File: src/rtl/i2p_pkg.sv
// ----------------------------------------------------------------------------
// i2p_pkg
// Shared types, constants and helper functions for the infix to postfix
// converter (operator codes, character classes, controller/datapath bundles).
// ----------------------------------------------------------------------------
package i2p_pkg;

    // Stack geometry
    localparam int STACK_DEPTH = 32;
    localparam int CNT_W       = $clog2(STACK_DEPTH + 1);
    // The top entry lives in a register; the rest sit in the memory
    localparam int MEM_DEPTH   = STACK_DEPTH - 1;
    localparam int ADDR_W      = (MEM_DEPTH > 1) ? $clog2(MEM_DEPTH) : 1;

    // ASCII characters of interest
    localparam logic [7:0] CH_PLUS  = 8'h2B;
    localparam logic [7:0] CH_MINUS = 8'h2D;
    localparam logic [7:0] CH_STAR  = 8'h2A;
    localparam logic [7:0] CH_SLASH = 8'h2F;
    localparam logic [7:0] CH_OPEN  = 8'h28;
    localparam logic [7:0] CH_CLOSE = 8'h29;
    localparam logic [7:0] CH_LC_A  = 8'h61;
    localparam logic [7:0] CH_LC_Z  = 8'h7A;
    localparam logic [7:0] CH_UC_A  = 8'h41;
    localparam logic [7:0] CH_UC_Z  = 8'h5A;
    localparam logic [7:0] CH_D0    = 8'h30;
    localparam logic [7:0] CH_D9    = 8'h39;

    // Stack entry codes
    typedef logic [2:0] t_op;
    localparam t_op OP_OPEN  = 3'd0;
    localparam t_op OP_ADD   = 3'd1;
    localparam t_op OP_SUB   = 3'd2;
    localparam t_op OP_MUL   = 3'd3;
    localparam t_op OP_DIV   = 3'd4;

    // Result status codes
    typedef logic [1:0] t_status;
    localparam t_status ST_OK        = 2'd0;
    localparam t_status ST_OVERFLOW  = 2'd1;
    localparam t_status ST_UNMATCHED = 2'd2;

    // Character class of the latched input symbol
    typedef enum logic [2:0] {
        CL_ALNUM = 3'd0,
        CL_OPEN  = 3'd1,
        CL_CLOSE = 3'd2,
        CL_OP    = 3'd3,
        CL_OTHER = 3'd4
    } t_cls;

    // Source of an emitted result
    typedef enum logic [1:0] {
        EM_CHAR = 2'd0,
        EM_TOP  = 2'd1,
        EM_OVF  = 2'd2,
        EM_UNM  = 2'd3
    } t_emit_src;

    // What is pushed
    typedef enum logic {
        PU_OPEN = 1'b0,
        PU_OP   = 1'b1
    } t_push_src;

    // Controller to datapath commands
    typedef struct packed {
        logic      load_in;
        logic      emit;
        t_emit_src emit_src;
        logic      push;
        t_push_src push_src;
        logic      pop;
        logic      load_top;
        logic      finish;
    } t_dp_cmd;

    // Datapath to controller status
    typedef struct packed {
        t_cls cls;
        logic end_flag;
        logic empty;
        logic full;
        logic top_is_open;
        logic top_ge;
        logic can_emit;
        logic can_finish;
        logic pend_v;
    } t_dp_sts;

    // Character printed for a stack entry
    function automatic logic [7:0] code_char(input t_op code);
        logic [7:0] ch;
        case (code)
            OP_OPEN: ch = CH_OPEN;
            OP_ADD:  ch = CH_PLUS;
            OP_SUB:  ch = CH_MINUS;
            OP_MUL:  ch = CH_STAR;
            OP_DIV:  ch = CH_SLASH;
            default: ch = 8'd0;
        endcase
        return ch;
    endfunction

    // Precedence of a stack entry
    function automatic logic [1:0] code_prec(input t_op code);
        logic [1:0] p;
        case (code)
            OP_ADD, OP_SUB: p = 2'd1;
            OP_MUL, OP_DIV: p = 2'd2;
            default:        p = 2'd0;
        endcase
        return p;
    endfunction

    // Operator code of a character (OP_OPEN when not an operator)
    function automatic t_op op_of(input logic [7:0] ch);
        t_op c;
        case (ch)
            CH_PLUS:  c = OP_ADD;
            CH_MINUS: c = OP_SUB;
            CH_STAR:  c = OP_MUL;
            CH_SLASH: c = OP_DIV;
            default:  c = OP_OPEN;
        endcase
        return c;
    endfunction

endpackage

File: src/rtl/infix_to_postfix_converter.sv
// ----------------------------------------------------------------------------
// infix_to_postfix_converter
// Converts an infix character stream to postfix with an operator stack.
//
//   Channel | Handshake              | Payload
//   --------+------------------------+-------------------------------------
//   in      | i_in_valid/o_in_ready  | i_symbol, i_end_of_expr
//   out     | o_out_valid/i_out_ready| o_out_symbol, o_has_symbol,
//           |                        | o_last_of_run, o_expr_done, o_status
//
// An item steps through accept, decode, end check and close-out; an operator
// or a ')' adds a step of its own, and each stack pop is followed by a top reload.
// Results leave through a holding register and an output register, so the
// next character is accepted while the last result still waits.
// Synchronous active-low reset empties the stack; no clearing pass is needed.
// A stalled output holds the sequencer in place until room appears.
// ----------------------------------------------------------------------------
module infix_to_postfix_converter
    import i2p_pkg::*;
(
    input  logic       i_clk,
    input  logic       i_rst_n,
    input  logic       i_in_valid,
    output logic       o_in_ready,
    input  logic [7:0] i_symbol,
    input  logic       i_end_of_expr,
    output logic       o_out_valid,
    input  logic       i_out_ready,
    output logic [7:0] o_out_symbol,
    output logic       o_has_symbol,
    output logic       o_last_of_run,
    output logic       o_expr_done,
    output logic [1:0] o_status
);

    t_dp_cmd cmd;
    t_dp_sts sts;

    // Sequencer
    i2p_ctrl u_ctrl (
        .i_clk      (i_clk),
        .i_rst_n    (i_rst_n),
        .i_in_valid (i_in_valid),
        .o_in_ready (o_in_ready),
        .i_sts      (sts),
        .o_cmd      (cmd)
    );

    // Stack and result path
    i2p_datapath u_datapath (
        .i_clk         (i_clk),
        .i_rst_n       (i_rst_n),
        .i_cmd         (cmd),
        .o_sts         (sts),
        .i_symbol      (i_symbol),
        .i_end_of_expr (i_end_of_expr),
        .o_out_valid   (o_out_valid),
        .i_out_ready   (i_out_ready),
        .o_out_symbol  (o_out_symbol),
        .o_has_symbol  (o_has_symbol),
        .o_last_of_run (o_last_of_run),
        .o_expr_done   (o_expr_done),
        .o_status      (o_status)
    );

endmodule

File: src/rtl/i2p_ctrl.sv
// ----------------------------------------------------------------------------
// i2p_ctrl
// Sequencer for the converter: decodes each character and steps the
// datapath through pops, pushes, result emission and end-of-item close.
// ----------------------------------------------------------------------------
module i2p_ctrl
    import i2p_pkg::*;
(
    input  logic    i_clk,
    input  logic    i_rst_n,
    input  logic    i_in_valid,
    output logic    o_in_ready,
    input  t_dp_sts i_sts,
    output t_dp_cmd o_cmd
);

    typedef enum logic [6:0] {
        S_IDLE   = 7'b0000001,
        S_DECODE = 7'b0000010,
        S_CLOSE  = 7'b0000100,
        S_OPPOP  = 7'b0001000,
        S_FLUSH  = 7'b0010000,
        S_LOAD   = 7'b0100000,
        S_FINISH = 7'b1000000
    } t_state;

    t_state r_state, n_state;
    t_state r_ret,   n_ret;

    assign o_in_ready = (r_state == S_IDLE);

    // Next state and command decode
    always_comb begin
        n_state        = r_state;
        n_ret          = r_ret;
        o_cmd          = '0;
        o_cmd.emit_src = EM_CHAR;
        o_cmd.push_src = PU_OPEN;
        case (r_state)
            S_IDLE: begin
                if (i_in_valid) begin
                    o_cmd.load_in = 1'b1;
                    n_state       = S_DECODE;
                end
            end
            S_DECODE: begin
                case (i_sts.cls)
                    CL_ALNUM: begin
                        if (i_sts.can_emit) begin
                            o_cmd.emit     = 1'b1;
                            o_cmd.emit_src = EM_CHAR;
                            n_state        = S_FLUSH;
                        end
                    end
                    CL_OPEN: begin
                        if (!i_sts.full) begin
                            o_cmd.push     = 1'b1;
                            o_cmd.push_src = PU_OPEN;
                            n_state        = S_FLUSH;
                        end else if (i_sts.can_emit) begin
                            o_cmd.emit     = 1'b1;
                            o_cmd.emit_src = EM_OVF;
                            n_state        = S_FLUSH;
                        end
                    end
                    CL_CLOSE: n_state = S_CLOSE;
                    CL_OP:    n_state = S_OPPOP;
                    default:  n_state = S_FLUSH;
                endcase
            end
            // Pop operators down to the matching open parenthesis
            S_CLOSE: begin
                if (i_sts.empty) begin
                    if (i_sts.can_emit) begin
                        o_cmd.emit     = 1'b1;
                        o_cmd.emit_src = EM_UNM;
                        n_state        = S_FLUSH;
                    end
                end else if (i_sts.top_is_open) begin
                    o_cmd.pop = 1'b1;
                    n_ret     = S_FLUSH;
                    n_state   = S_LOAD;
                end else if (i_sts.can_emit) begin
                    o_cmd.emit     = 1'b1;
                    o_cmd.emit_src = EM_TOP;
                    o_cmd.pop      = 1'b1;
                    n_ret          = S_CLOSE;
                    n_state        = S_LOAD;
                end
            end
            // Pop entries of greater or equal precedence, then push
            S_OPPOP: begin
                if (!i_sts.empty && i_sts.top_ge) begin
                    if (i_sts.can_emit) begin
                        o_cmd.emit     = 1'b1;
                        o_cmd.emit_src = EM_TOP;
                        o_cmd.pop      = 1'b1;
                        n_ret          = S_OPPOP;
                        n_state        = S_LOAD;
                    end
                end else if (!i_sts.full) begin
                    o_cmd.push     = 1'b1;
                    o_cmd.push_src = PU_OP;
                    n_state        = S_FLUSH;
                end else if (i_sts.can_emit) begin
                    o_cmd.emit     = 1'b1;
                    o_cmd.emit_src = EM_OVF;
                    n_state        = S_FLUSH;
                end
            end
            // End check: at the end of an expression, empty the stack
            S_FLUSH: begin
                if (i_sts.end_flag && !i_sts.empty) begin
                    if (i_sts.can_emit) begin
                        o_cmd.emit     = 1'b1;
                        o_cmd.emit_src = EM_TOP;
                        o_cmd.pop      = 1'b1;
                        n_ret          = S_FLUSH;
                        n_state        = S_LOAD;
                    end
                end else begin
                    n_state = S_FINISH;
                end
            end
            S_LOAD: begin
                o_cmd.load_top = 1'b1;
                n_state        = r_ret;
            end
            S_FINISH: begin
                if (i_sts.can_finish) begin
                    o_cmd.finish = 1'b1;
                    n_state      = S_IDLE;
                end
            end
            default: n_state = S_IDLE;
        endcase
    end

    // State registers
    always_ff @(posedge i_clk) begin
        if (!i_rst_n) begin
            r_state <= S_IDLE;
            r_ret   <= S_FLUSH;
        end else begin
            r_state <= n_state;
            r_ret   <= n_ret;
        end
    end

    // A new item never starts with a result still held back
    a_idle_no_pending: assert property (@(posedge i_clk) disable iff (!i_rst_n)
        (r_state == S_IDLE) |-> !i_sts.pend_v)
        else $error("pending result left over in idle");

    // Every pop is followed by a reload of the top entry
    a_pop_then_load: assert property (@(posedge i_clk) disable iff (!i_rst_n)
        o_cmd.pop |=> (r_state == S_LOAD))
        else $error("pop not followed by top reload");

    // Finish only after the item has been decoded
    a_finish_after_flush: assert property (@(posedge i_clk) disable iff (!i_rst_n)
        (r_state == S_FINISH) |-> ($past(r_state) == S_FLUSH || $past(r_state) == S_FINISH))
        else $error("finish reached from wrong state");

endmodule

File: src/rtl/i2p_datapath.sv
// ----------------------------------------------------------------------------
// i2p_datapath
// Input latch, operator stack (top register plus memory), a one-deep
// holding register for the newest result and the output register.
// ----------------------------------------------------------------------------
module i2p_datapath
    import i2p_pkg::*;
(
    input  logic          i_clk,
    input  logic          i_rst_n,
    input  t_dp_cmd       i_cmd,
    output t_dp_sts       o_sts,
    input  logic [7:0]    i_symbol,
    input  logic          i_end_of_expr,
    output logic          o_out_valid,
    input  logic          i_out_ready,
    output logic [7:0]    o_out_symbol,
    output logic          o_has_symbol,
    output logic          o_last_of_run,
    output logic          o_expr_done,
    output logic [1:0]    o_status
);

    // Latched input item
    logic [7:0]       r_sym;
    logic             r_end;

    // Stack
    logic [CNT_W-1:0] r_count;
    t_op              r_top;
    t_op              r_rdata;
    t_op              mem [MEM_DEPTH];

    // Held result (newest, lastness not yet known)
    logic             r_pend_v;
    logic [7:0]       r_pend_sym;
    logic             r_pend_has;
    t_status          r_pend_st;

    // Output register
    logic             r_out_v;
    logic [7:0]       r_out_sym;
    logic             r_out_has;
    logic             r_out_last;
    logic             r_out_done;
    t_status          r_out_st;

    t_cls             cls;
    t_op              sym_op;
    logic             out_free;
    logic             move;
    logic [7:0]       em_sym;
    logic             em_has;
    t_status          em_st;
    t_op              push_code;
    logic [CNT_W-1:0] cnt_m1;
    logic [CNT_W-1:0] cnt_m2;

    // Character classification
    always_comb begin
        sym_op = op_of(r_sym);
        if ((r_sym >= CH_LC_A && r_sym <= CH_LC_Z) ||
            (r_sym >= CH_UC_A && r_sym <= CH_UC_Z) ||
            (r_sym >= CH_D0 && r_sym <= CH_D9)) begin
            cls = CL_ALNUM;
        end else if (r_sym == CH_OPEN) begin
            cls = CL_OPEN;
        end else if (r_sym == CH_CLOSE) begin
            cls = CL_CLOSE;
        end else if (sym_op != OP_OPEN) begin
            cls = CL_OP;
        end else begin
            cls = CL_OTHER;
        end
    end

    assign out_free = !r_out_v || i_out_ready;
    assign move     = r_pend_v && (i_cmd.emit || i_cmd.finish);
    assign cnt_m1   = r_count - CNT_W'(1);
    assign cnt_m2   = r_count - CNT_W'(2);

    // Status to the controller
    always_comb begin
        o_sts.cls         = cls;
        o_sts.end_flag    = r_end;
        o_sts.empty       = (r_count == '0);
        o_sts.full        = (r_count == CNT_W'(STACK_DEPTH));
        o_sts.top_is_open = (r_top == OP_OPEN);
        o_sts.top_ge      = (code_prec(r_top) >= code_prec(sym_op));
        o_sts.can_emit    = !r_pend_v || out_free;
        o_sts.can_finish  = out_free;
        o_sts.pend_v      = r_pend_v;
    end

    // Result being emitted
    always_comb begin
        case (i_cmd.emit_src)
            EM_CHAR: begin
                em_sym = r_sym;
                em_has = 1'b1;
                em_st  = ST_OK;
            end
            EM_TOP: begin
                em_sym = code_char(r_top);
                em_has = 1'b1;
                em_st  = ST_OK;
            end
            EM_OVF: begin
                em_sym = 8'd0;
                em_has = 1'b0;
                em_st  = ST_OVERFLOW;
            end
            default: begin
                em_sym = 8'd0;
                em_has = 1'b0;
                em_st  = ST_UNMATCHED;
            end
        endcase
    end

    assign push_code = (i_cmd.push_src == PU_OP) ? sym_op : OP_OPEN;

    // Input latch
    always_ff @(posedge i_clk) begin
        if (i_cmd.load_in) begin
            r_sym <= i_symbol;
            r_end <= i_end_of_expr;
        end
    end

    // Stack count
    always_ff @(posedge i_clk) begin
        if (!i_rst_n) begin
            r_count <= '0;
        end else if (i_cmd.push) begin
            r_count <= r_count + CNT_W'(1);
        end else if (i_cmd.pop) begin
            r_count <= cnt_m1;
        end
    end

    // Top register; old top spills into memory on a push
    always_ff @(posedge i_clk) begin
        if (i_cmd.push) begin
            r_top <= push_code;
        end else if (i_cmd.load_top) begin
            r_top <= r_rdata;
        end
    end

    // Stack memory, registered read of the entry below the top
    always_ff @(posedge i_clk) begin
        if (i_cmd.push && r_count != '0) begin
            mem[cnt_m1[ADDR_W-1:0]] <= r_top;
        end
        if (i_cmd.pop && r_count >= CNT_W'(2)) begin
            r_rdata <= mem[cnt_m2[ADDR_W-1:0]];
        end
    end

    // Held result
    always_ff @(posedge i_clk) begin
        if (!i_rst_n) begin
            r_pend_v <= 1'b0;
        end else if (i_cmd.emit) begin
            r_pend_v <= 1'b1;
        end else if (i_cmd.finish) begin
            r_pend_v <= 1'b0;
        end
    end

    always_ff @(posedge i_clk) begin
        if (i_cmd.emit) begin
            r_pend_sym <= em_sym;
            r_pend_has <= em_has;
            r_pend_st  <= em_st;
        end
    end

    // Output register: takes the held result or the closing marker
    always_ff @(posedge i_clk) begin
        if (!i_rst_n) begin
            r_out_v <= 1'b0;
        end else if (move || (i_cmd.finish && r_end)) begin
            r_out_v <= 1'b1;
        end else if (i_out_ready) begin
            r_out_v <= 1'b0;
        end
    end

    always_ff @(posedge i_clk) begin
        if (move) begin
            r_out_sym  <= r_pend_sym;
            r_out_has  <= r_pend_has;
            r_out_st   <= r_pend_st;
            r_out_last <= i_cmd.finish;
            r_out_done <= i_cmd.finish && r_end;
        end else if (i_cmd.finish && r_end) begin
            r_out_sym  <= 8'd0;
            r_out_has  <= 1'b0;
            r_out_st   <= ST_OK;
            r_out_last <= 1'b1;
            r_out_done <= 1'b1;
        end
    end

    assign o_out_valid   = r_out_v;
    assign o_out_symbol  = r_out_sym;
    assign o_has_symbol  = r_out_has;
    assign o_last_of_run = r_out_last;
    assign o_expr_done   = r_out_done;
    assign o_status      = r_out_st;

    // Stack never holds more than its depth
    a_count_range: assert property (@(posedge i_clk) disable iff (!i_rst_n)
        r_count <= CNT_W'(STACK_DEPTH))
        else $error("stack count beyond depth");

    // A result is only produced when it has somewhere to go
    a_emit_room: assert property (@(posedge i_clk) disable iff (!i_rst_n)
        i_cmd.emit |-> (!r_pend_v || out_free))
        else $error("result emitted with no room");

    // No push onto a full stack, no pop from an empty one
    a_stack_bounds: assert property (@(posedge i_clk) disable iff (!i_rst_n)
        (i_cmd.push |-> r_count != CNT_W'(STACK_DEPTH)) and (i_cmd.pop |-> r_count != '0))
        else $error("stack bound violated");

    // Closing an item leaves nothing held back
    a_finish_clears: assert property (@(posedge i_clk) disable iff (!i_rst_n)
        i_cmd.finish |=> !r_pend_v)
        else $error("held result survives finish");

endmodule

File: config.mk
export PLATFORM = sky130hd
export DESIGN_NAME = infix_to_postfix_converter
export DESIGN_NICKNAME = d
export VERILOG_FILES = /design/src/rtl/i2p_pkg.sv /design/src/rtl/infix_to_postfix_converter.sv /design/src/rtl/i2p_ctrl.sv /design/src/rtl/i2p_datapath.sv
export SDC_FILE = /design/constraint.sdc
export NUM_CORES = 1
export LEC_CHECK = 0
export ABC_AREA = 1
export BUFFER_PORTS_ARGS = -buffer_cell sky130_fd_sc_hd__buf_2
export CAP_MARGIN = 5
export CORE_MARGIN = 1.5
export CORE_UTILIZATION = 57
export CTS_BUF_LIST = sky130_fd_sc_hd__clkbuf_2 sky130_fd_sc_hd__clkbuf_4 sky130_fd_sc_hd__clkbuf_8
export CTS_CLUSTER_DIAMETER = 120
export DETAILED_ROUTE_END_ITERATION = 7
export GPL_ROUTABILITY_DRIVEN = 0
export PLACE_DENSITY = 0.74
export SYNTH_ARGS = -nofsm -noshare
export SYNTH_HDL_FRONTEND = slang
export SYNTH_SLANG_ARGS = --single-unit
File: constraint.sdc
create_clock -name i_clk -period 3 [get_ports i_clk]
set_input_delay 0.6 -clock i_clk [delete_from_list [all_inputs] [get_ports i_clk]]
set_output_delay 0.6 -clock i_clk [all_outputs]
set_load 0.1 [all_outputs]
==> results of run 1 <==
## path summary, 6_finish.rpt
check                                             end  slack [ps]  depth (start not counted)
worst max-delay path            u_datapath.mem[13][2]         120                         16
worst min register to register        u_ctrl.r_ret[3]         450                          2
worst max register to register  u_datapath.mem[13][2]         120                         16
worst min-delay path              u_datapath.r_sym[1]         320                          1
## synthesized netlist by cell type (6+ instances only)
cell	count	area, µm²
nand2_2	10	62.6
nor2_1	108	405
nand3_1	24	120
inv_1	61	229
o211ai_1	6	45.0
xor2_1	6	52.6
nand2_1	87	327
o22ai_1	11	68.8
nor3_1	9	45.0
o21ai_1	7	35.0
o221ai_1	11	96.3
dfxtp_1	18	360
nor2_4	15	169
a21oi_1	26	130
inv_2	15	56.3
edfxtp_1	132	3960
nor2_2	8	50.1
o21ai_0	62	310
clkbuf_1	15	56.3
ha_1	11	138
## layout make-up
cell class,count,area (µm²),area share
Multi-Input combinational cell,437,2600,0.320
Sequential cell,150,4320,0.531
Timing Repair Buffer,41,265,0.0326
Clock inverter,13,204,0.0250
Tap cell,168,210,0.0258
Clock buffer,19,249,0.0306
Inverter,76,285,0.0350
## worst register-to-register path: stages, from the launching register on
cell and delay (ps):
edfxtp_1 430, nand2_1 110, nor2_1 100, inv_1 60, nor3_1 260, nor2_1 120
ha_1 280, o21ai_0 80, nand2_1 120, nand2_1 110, nand3_2 100, nand2_4 120
inv_2 80, nor2_4 130, buf_12 140, nand2_4 140, nor2_2 190
## per-layer routing
| metal | track usage | vias to the layer above |
|---|---|---|
| li1 | - | 2443 |
| met1 | 0.269 | 2459 |
| met2 | 0.423 | 143 |
| met3 | 0.0511 | 28 |
| met4 | 0.117 | 0 |
| met5 | 0 | - |
## power by group through the flow
| stage | sequential [mW] | combinational, mW | clock (mW) |
|---|---|---|---|
| 2_1_floorplan | 2.34 | 0.148 | 0 |
| 3_3_place_gp | 2.34 | 0.186 | 0 |
| 3_5_place_dp | 2.35 | 0.191 | 0 |
| 4_1_cts | 2.30 | 0.192 | 1.77 |
| 5_1_grt | 2.30 | 0.220 | 1.85 |
| 6_report | 2.30 | 0.200 | 1.74 |
## cell families (layout without fill, tap and decap cells)
family | Yosys count | count (layout) | synth area share
adders and majority gates | 11 | 11 | 0.0193
and+or+nand+nor | 283 | 283 | 0.199
muxes | 1 | 1 | 0.00158
xor gates and xnor gates | 7 | 7 | 0.00859
buffers and inverters | 97 | 149 | 0.0550
AOI/OAI and AO/OA | 135 | 135 | 0.110
DFF | 150 | 150 | 0.606
## stage by stage
| stage | setup slack [ps] | hold slack [ps] | TNS (ps) |
|---|---|---|---|
| final | 120 | 323 | 0 |
| after global routing | -62.5 | 304 | -2430 |
| after CTS | 32.1 | 295 | 0 |
| after detailed placement | 68.7 | 443 | 0 |
| after global placement | 237 | 439 | 0 |
| after floorplan | 259 | 424 | 0 |
## repair_timing
action                                  4_1_cts  5_1_grt
setup buffers                                 0        2
gates resized for setup                       0       50
endpoints found under the setup margin        0       93
## sequential cells by signal (all words and copies together) (netlist names)
signal,count
u_datapath.mem,93
u_datapath.o_out_symbol,8
u_datapath.r_pend_sym,8
u_datapath.r_sym,8
u_ctrl.r_state,7
u_datapath.r_count,6
u_ctrl.r_ret,3
u_datapath.r_rdata,3
u_datapath.r_top,3
u_datapath.o_status,2
u_datapath.r_pend_st,2
u_datapath.o_expr_done,1
u_datapath.o_has_symbol,1
u_datapath.o_last_of_run,1
u_datapath.o_out_valid,1
u_datapath.r_end,1
u_datapath.r_pend_has,1
u_datapath.r_pend_v,1
==> out/qor.csv, run 1 <==
stage,metric,value,unit
floorplanning,die_height,115,µm
synthesis,synth_async_sr_flop_share,0,
pwr,pwr_density_cell,521,mW/mm²
pwr,p_leak,3.11,nW
timing,finalWorstPathRequiredPeriod,2880,ps
floorplanning,io_pins,28,
worst_setup_path,worst_r2r_startpoint,u_datapath.r_sym[1],
worst_setup_path,arrival,3020,ps
cells_and_area,design_area,0.00814,mm²
pwr,power.total,4.24,mW
floorplanning,die-area,0.0132,mm²
synthesis,syn_nets,708,
synthesis,synth_area,0.00714,mm²
cells_and_area,nets,747,
worst_setup_path,cp.required,3150,ps
detailed_routing,wire_per_inst,16.2,µm
timing,fin_crit_sh,0.960,
clocking,cts_tree,built,
cells_and_area,final_cells,904,
cells_and_area,num-fill-cells,982,
timing,fin_worst_skew,14.9,ps
synthesis,synth_cell_types,41,
timing,fmax,0.347,GHz
worst_setup_path,critical_path.slowest_cell,edfxtp_1,
pwr,switchingPower,903,µW
pwr,internal-power,3.34,mW
placed_design,post_dp_cell_area,0.00749,mm²
detailed_routing,drc,0,
clocking,clk_pin_slew,70,ps
worst_setup_path,crit_buf_inv,3,
detailed_routing,dr.max_layer_used,met4,
cells_and_area,drive_gt1_frac,0.239,
synthesis,yosysWarnings,0,
synthesis,synth-seq-cells,150,
status,status,completed,
timing,worst_slew_pin_slew,757,ps
cells_and_area,layout_commonest_cell,edfxtp_1,
global_route,grt_pass1_vias,4939,
timing,hold_violations,0,
detailed_routing,vias,5073,
global_route,grt_pass1_wl,23400,µm
worst_setup_path,critPathCaptureType,flop,
global_route,antenna_found_initial,0,
clocking,cts_sinks,150,
synthesis,seq_area_frac_synth,0.606,
worst_setup_path,crit_chain,"nand2_1, nor2_1, inv_1, nor3_1, nor2_1, ha_1, o21ai_0, nand2_1, nand2_1, nand3_2, nand2_4, inv_2, nor2_4, buf_12, nand2_4, nor2_2",
clocking,clk_latency,460,ps
pwr,p_comb_frac,0.047,
placed_design,io_buffers,27,
min_path,min_from,i_symbol[1],
detailed_routing,dr.pass1.iters,5,
clocking,cts-htree-levels,4,
pwr,vdd_drop_max,0.628,mV
worst_setup_path,cpMostUsedCell,nand2_1,
cells_and_area,area_growth,14.1,%
detailed_routing,wl_met3,593,µm
floorplanning,core-area,0.0121,mm²
synthesis,syn_inst,684,
timing,rsz0062_at_grt,true,
detailed_routing,drt_iter0_drc,342,
timing,finalSetupViolations,0,
timing,relSlewSlack,0.490,
worst_setup_path,cpLargestDelayFamily,simple AND/OR/NAND/NOR gates,
floorplanning,initial_core_util,0.589,
cells_and_area,diodes,0,
clocking,cts-hold-fix-buffers,0,
detailed_routing,wl_met2,7750,µm
placed_design,dpl.cell_count,870,
min_path,min-delay-path-class,in -> reg,
pwr,pwr-share-seq,0.542,
worst_setup_path,critPathLaunchType,flop,
detailed_routing,wl,14700,µm
worst_setup_path,cpPeakStageDelay,430,ps
detailed_routing,ant_nets,0,
synthesis,synth-edff-count,132,
clocking,cts_buffers,17,
pwr,pwr-share-clk,0.411,
cells_and_area,post-route-util,0.672,
global_route,grt-ovfl-total,0,
worst_setup_path,path_max_fanout,8,
worst_setup_path,crit_start,u_datapath.r_sym[1],
detailed_routing,wl_met1,5980,µm
placed_design,dpl.hpwl,9930,µm
clocking,root_buffer,clkbuf_8,
run,drv_cap,0,
synthesis,ys.flop_type,edfxtp_1,
cells_and_area,mostFrequentLayoutCells,"132 x edfxtp_1, 87 x nand2_1, 77 x nor2_1",
pwr,switching_share,0.213,
floorplanning,rows,40,
floorplanning,dieWidth,115,µm
timing,slew_violations,0,
detailed_routing,post_drt_via_cell_ratio,5.61,
global_route,grt_max_degree,52,
clocking,clock_path_buffers,2,
global_route,grt_util_all_layers,0.237,
synthesis,syn-mean-instance-area,10.4,µm²
worst_setup_path,worst-setup-path-type,reg -> reg,
Note: power is estimated with default switching activity, not from simulation.
==> run 2, diff against run 1 <==
--- a/config.mk
+++ b/config.mk
@@ -8,13 +8,15 @@
 export ABC_AREA = 1
 export BUFFER_PORTS_ARGS = -buffer_cell sky130_fd_sc_hd__buf_2
 export CAP_MARGIN = 5
+export CELL_PAD_IN_SITES_DETAIL_PLACEMENT = 0
+export CELL_PAD_IN_SITES_GLOBAL_PLACEMENT = 1
 export CORE_MARGIN = 1.5
-export CORE_UTILIZATION = 57
+export CORE_UTILIZATION = 51
 export CTS_BUF_LIST = sky130_fd_sc_hd__clkbuf_2 sky130_fd_sc_hd__clkbuf_4 sky130_fd_sc_hd__clkbuf_8
 export CTS_CLUSTER_DIAMETER = 120
 export DETAILED_ROUTE_END_ITERATION = 7
 export GPL_ROUTABILITY_DRIVEN = 0
-export PLACE_DENSITY = 0.74
+export PLACE_DENSITY_LB_ADDON = 0.1
 export SYNTH_ARGS = -nofsm -noshare
 export SYNTH_HDL_FRONTEND = slang
 export SYNTH_SLANG_ARGS = --single-unit
==> run 2 against run 1 <==
- wire length increased by 7.6%
- cell count increased by 2.0%
- design area increased by 1.5%
- critical path type unchanged
- worst hold slack got worse by 2.2 ps
- sequential power about the same
- clock power decreased by 13%
==> out/qor.csv, run 2 (synthesis gave the netlist of run 1 again) <==
stage,metric,value,unit
floorplanning,core-area,0.0138,mm²
worst_setup_path,critPathLaunchType,flop,
worst_setup_path,arrival,2880,ps
clocking,clock_path_buffers,2,
timing,slew_violations,0,
worst_setup_path,r2r_slack,270,ps
run,drv_cap,0,
detailed_routing,post_drt_via_cell_ratio,5.40,
status,status,completed,
timing,rsz0062_at_grt,false,
detailed_routing,drt_iter0_drc,347,
global_route,grt-ovfl-total,0,
floorplanning,die_height,121,µm
worst_setup_path,critPathCaptureType,flop,
cells_and_area,mostFrequentLayoutCells,"132 x edfxtp_1, 87 x nand2_1, 77 x nor2_1",
worst_setup_path,cpLargestDelayFamily,simple AND/OR/NAND/NOR gates,
timing,finalSetupViolations,0,
detailed_routing,dr.pass1.iters,5,
placed_design,dpl.hpwl,10800,µm
cells_and_area,nets,753,
cells_and_area,largest_reg_flops,93,
clocking,cts-htree-levels,4,
floorplanning,die-area,0.0147,mm²
cells_and_area,multi_input_area,0.00275,mm²
global_route,antenna_found_initial,0,
min_path,min_path_cells,1,
pwr,pwr_density_cell,486,mW/mm²
worst_setup_path,cp.required,3150,ps
clocking,cts_tree,built,
cells_and_area,diodes,0,
worst_setup_path,critical_path.slowest_cell,edfxtp_1,
cells_and_area,num-fill-cells,1175,
floorplanning,io_pins,28,
timing,fin_ws,267,ps
pwr,power.total,4.02,mW
timing,finalSetupTns,0,ps
clocking,clk_pin_slew,80,ps
cells_and_area,drive_gt1_frac,0.248,
floorplanning,rows,43,
worst_setup_path,crit_chain,"nand2_1, nor2_1, inv_1, nor3_2, nor2_1, ha_1, o21ai_1, nand2_1, nand2_1, nand3_2, nand2_4, inv_2, nor2_4, buf_12, nand2_8, nor2_4",
clocking,root_buffer,clkbuf_8,
detailed_routing,wl,15800,µm
timing,fin_crit_sh,0.911,
timing,worst_slew_pin_slew,752,ps
placed_design,io_buffers,27,
cells_and_area,area_growth,15.8,%
timing,finalWorstPathRequiredPeriod,2730,ps
clocking,cts_buffers,17,
global_route,grt_util_all_layers,0.227,
timing,hold_violations,0,
clocking,cts_sinks,150,
global_route,grt_pass1_wl,24700,µm
min_path,min-delay-path-class,in -> reg,
detailed_routing,drc,0,
cells_and_area,layout_commonest_cell,edfxtp_1,
worst_setup_path,path_max_fanout,8,
worst_setup_path,reg2regPathDepth,16,
detailed_routing,ant_nets,0,
worst_setup_path,cpPeakStageDelay,430,ps
worst_setup_path,crit_buf_inv,3,
worst_setup_path,cp_num_cells,16,
clocking,clk_latency,460,ps
detailed_routing,wire_per_inst,17.1,µm
pwr,p_leak,3.08,nW
timing,relSlewSlack,0.494,
cells_and_area,seq_area,0.00432,mm²
floorplanning,dieWidth,121,µm
timing,fmax,0.366,GHz
pwr,vdd_drop_max,0.304,mV
detailed_routing,vias,4978,
worst_setup_path,worst-setup-path-type,reg -> reg,
global_route,grt_pass1_vias,4942,
global_route,grt_max_degree,51,
placed_design,place_worst_setup_slack,-19.7,ps
worst_setup_path,cpMostUsedCell,nand2_1,
floorplanning,initial_core_util,0.518,
timing,fin_worst_skew,11.8,ps
[run 2: cell count changes in the layout (fill, tap and decap cells not counted), moves of 2 or more]
cell and delta:
nor2_4 +23, nand2_8 +2, buf_4 +6, bufinv_16 -3
nor3_1 -2, clkinv_2 +4, nor3_2 +2, nand2_4 -2
nor2_2 -23
[run 2: metrics by stage]
step / instances / area (µm²) / util / hold slack, ps
5_1_grt: 922 / 8270 / 0.600 / 293
3_5_place_dp: 884 / 7520 / 0.546 / 442
2_1_floorplan: 684 / 7150 / - / 424
6_report: 922 / 8270 / 0.600 / 321
4_1_cts: 916 / 7910 / 0.574 / 291
3_3_place_gp: 884 / 7520 / 0.546 / 440
[run 2: worst paths after layout]
path / start / endpoint
max: u_datapath.r_sym[3] / u_datapath.mem[9][1]
min: i_symbol[6] / u_datapath.r_sym[6]
max reg2reg: u_datapath.r_sym[3] / u_datapath.mem[9][1]
min reg2reg: u_ctrl.r_ret[3] / u_ctrl.r_ret[3]
[run 2: per-layer routing]
layer	vias up	GRT usage	share of wire
met3	27	0.0508	0.043
met5	-	0	0
li1	2445	-	-
met2	127	0.408	0.53
met4	0	0.0912	0.023
met1	2379	0.262	0.40
[run 2: where the power goes]
part / switching, mW / internal [mW]
combinational: 0.146 / 0.0666
clock: 0.771 / 0.739
sequential: 0.0256 / 2.27
[run 2: layout make-up]
cell class / instances / area share
Tap cell: 180 / 0.0272
Inverter: 76 / 0.0345
Multi-Input combinational cell: 437 / 0.332
Clock inverter: 14 / 0.0162
Sequential cell: 150 / 0.523
Timing Repair Buffer: 47 / 0.0375
Clock buffer: 18 / 0.0292
[run 2: timing repair]
action | in CTS | in global routing
endpoints found under the hold margin | 0 | 0
endpoints found under the setup margin | 22 | 93
pin swaps | 0 | 4
gates cloned | 0 | 0
gates resized for setup | 3 | 75
setup buffers | 0 | 6
hold buffers | 0 | 0
==> run 3, diff against run 2 <==
--- a/config.mk
+++ b/config.mk
@@ -16,6 +16,7 @@
 export CTS_CLUSTER_DIAMETER = 120
 export DETAILED_ROUTE_END_ITERATION = 7
 export GPL_ROUTABILITY_DRIVEN = 0
+export GPL_TIMING_DRIVEN = 0
 export PLACE_DENSITY_LB_ADDON = 0.1
 export SYNTH_ARGS = -nofsm -noshare
 export SYNTH_HDL_FRONTEND = slang
==> run 3 against run 2 <==
- setup slack got worse by 130 ps
- register-to-register slack got worse by 130 ps
- cell count rose by 1.6%
- count of clock-buffer cells in the layout rose by 1
- global-route usage rose by 1.2 points
- via count rose by 3.8%
- largest cell class unchanged
==> out/qor.csv, run 3 (synthesis gave the netlist of run 1 again) <==
stage,metric,value,unit
cells_and_area,drive_gt1_frac,0.255,
cells_and_area,mostFrequentLayoutCells,"132 x edfxtp_1, 87 x nand2_1, 76 x nor2_1",
cells_and_area,area_growth,15.3,%
detailed_routing,wire_per_inst,17.8,µm
cells_and_area,layout_commonest_cell,edfxtp_1,
clocking,clock_path_buffers,2,
run,drv_cap,0,
timing,fin_crit_sh,0.954,
global_route,grt_pass1_wl,26000,µm
placed_design,dpl.hpwl,11400,µm
timing,hold_violations,0,
worst_setup_path,arrival,3010,ps
global_route,grt_max_degree,23,
global_route,grt-ovfl-total,0,
clocking,root_buffer,clkbuf_8,
worst_setup_path,worst-setup-path-type,reg -> reg,
worst_setup_path,cpLargestDelayFamily,simple AND/OR/NAND/NOR gates,
cells_and_area,nets,768,
floorplanning,initial_core_util,0.518,
worst_setup_path,worst_r2r_startpoint,u_datapath.r_sym[3],
cells_and_area,largest_reg_flops,93,
min_path,hold_end,u_datapath.r_sym[6],
worst_setup_path,r2r_slack,140,ps
detailed_routing,post_drt_via_cell_ratio,5.52,
timing,finalWorstPathRequiredPeriod,2860,ps
worst_setup_path,critPathLaunchType,flop,
min_path,min_from,i_symbol[6],
detailed_routing,wl,16700,µm
pwr,pwr_density_cell,482,mW/mm²
floorplanning,rows,43,
timing,slew_violations,0,
floorplanning,core-area,0.0138,mm²
clocking,clk_latency,460,ps
min_path,min-delay-path-class,in -> reg,
clocking,cts_buffers,17,
worst_setup_path,path_max_fanout,8,
worst_setup_path,cp.required,3140,ps
placed_design,post_dp_cell_area,0.00751,mm²
global_route,grt_pass1_vias,5143,
pwr,internal-power,3.01,mW
global_route,antenna_found_initial,0,
min_path,min_path_cells,1,
pwr,switchingPower,959,µW
floorplanning,dieWidth,121,µm
worst_setup_path,crit_chain,"buf_4, nand2_1, nor3_1, nand2_1, nand2_1, ha_1, o21ai_0, nand2_1, nand2_1, nand3_2, nand2_4, inv_2, nor2_4, buf_12, nand2_4, nor2_2",
pwr,switching_share,0.241,
worst_setup_path,critical_path.slowest_cell,edfxtp_1,
pwr,pwr-share-seq,0.578,
detailed_routing,drc,0,
clocking,cts-htree-levels,4,
worst_setup_path,reg2regPathDepth,16,
floorplanning,io_pins,28,
cells_and_area,diodes,0,
cells_and_area,design_area,0.00823,mm²
pwr,p_leak,3.11,nW
status,status,completed,
timing,finalSetupViolations,0,
clocking,cts_tree,built,
floorplanning,die-area,0.0147,mm²
clocking,cts_sinks,150,
pwr,power.total,3.97,mW
timing,fin_hold_ws,315,ps
floorplanning,die_height,121,µm
timing,fin_worst_skew,12.5,ps
timing,worst_slew_pin_slew,935,ps
timing,relSlewSlack,0.375,
pwr,p_comb_frac,0.052,
detailed_routing,dr.pass1.iters,5,
placed_design,io_buffers,27,
timing,fmax,0.349,GHz
detailed_routing,ant_nets,0,
worst_setup_path,critPathCaptureType,flop,
detailed_routing,vias,5169,
worst_setup_path,crit_buf_inv,3,
worst_setup_path,cpMostUsedCell,nand2_1,
global_route,grt_util_all_layers,0.239,
detailed_routing,drt_iter0_drc,409,
pwr,vdd_drop_max,0.332,mV
worst_setup_path,worstReg2RegEnd,u_datapath.mem[10][0],
pwr,pwr-share-clk,0.370,
clocking,clk_pin_slew,90,ps
worst_setup_path,cpPeakStageDelay,400,ps
-- run 3: cell types whose count changed in the layout (fill, tap and decap cells not counted), moves of 2 or more --
cell	before	now
clkinv_4	1	3
buf_2	27	30
nand2_4	5	7
nand2_8	4	2
buf_4	18	12
clkbuf_1	0	12
clkbuf_4	1	3
clkinv_2	5	1
xor2_2	0	2
xor2_1	6	4
clkinvlp_4	2	5
nor2_2	8	32
nor2_4	46	23
buf_6	0	3
-- run 3: worst reg2reg max path, cell delays in order, from the launching register on --
cell and delay [ps]:
edfxtp_1 400, buf_4 140, nand2_1 90, nor3_1 200, nand2_1 100, nand2_1 70, ha_1 210, o21ai_0 150
nand2_1 120, nand2_1 120, nand3_2 150, nand2_4 100, inv_2 80, nor2_4 130, buf_12 140, nand2_4 140
nor2_2 210
-- run 3: timing repair --
item,4_1_cts,5_1_grt
buffers inserted,13,3
resized for setup,27,33
pin swaps,0,3
hold buffers,0,0
setup endpoints to repair,165,109
-- run 3: worst max path at each step --
stage / startpoint / end / slack, ps / cells past startpoint
3_3_place_gp: u_datapath.r_top[1] / u_datapath.mem[9][0] / -660 / 13
2_1_floorplan: u_datapath.r_top[1] / u_datapath.o_expr_done / 260 / 15
5_1_grt: u_datapath.r_sym[3] / u_datapath.mem[30][1] / -3 / 16
3_5_place_dp: u_datapath.r_top[0] / u_datapath.mem[9][1] / -730 / 13
6_report: u_datapath.r_sym[3] / u_datapath.mem[10][0] / 140 / 16
4_1_cts: u_datapath.r_sym[4] / u_datapath.mem[28][0] / -70 / 15
-- run 3: per-layer routing --
layer	up-vias	wire length (µm)	track usage
met3	40	974	0.0536
met1	2491	6470	0.273
met2	161	8620	0.420
met5	-	0	0
li1	2477	-	-
met4	0	595	0.124
-- run 3: layout make-up --
type,instances,area (µm²)
flip-flops and latches,150,4320
clock buffers,19,249
clock inverters,13,124
plain buffers,19,104
well taps,180,225
multi-input cells,437,2630
inverters,76,289
repair buffers,43,283
fillers,1227,5540
-- run 3: power by group through the flow --
stage | Sequential (mW) | Clock (mW) | Combinational (mW)
finish | 2.30 | 1.47 | 0.205
detailed placement | 2.35 | 0 | 0.191
global route | 2.30 | 1.58 | 0.226
global placement | 2.35 | 0 | 0.187
CTS | 2.30 | 1.50 | 0.199
floorplan | 2.34 | 0 | 0.148
-- run 3: stage by stage --
| step | cells | setup TNS, ps | setup slack, ps | util |
|---|---|---|---|---|
| after floorplan | 684 | 0 | 259 | - |
| after global placement | 891 | -69260 | -657 | 0.545 |
| after detailed placement | 891 | -80650 | -732 | 0.545 |
| after CTS | 934 | -3290 | -74.6 | 0.585 |
| after global routing | 937 | -8.64 | -2.98 | 0.598 |
| final | 937 | 0 | 137 | 0.598 |
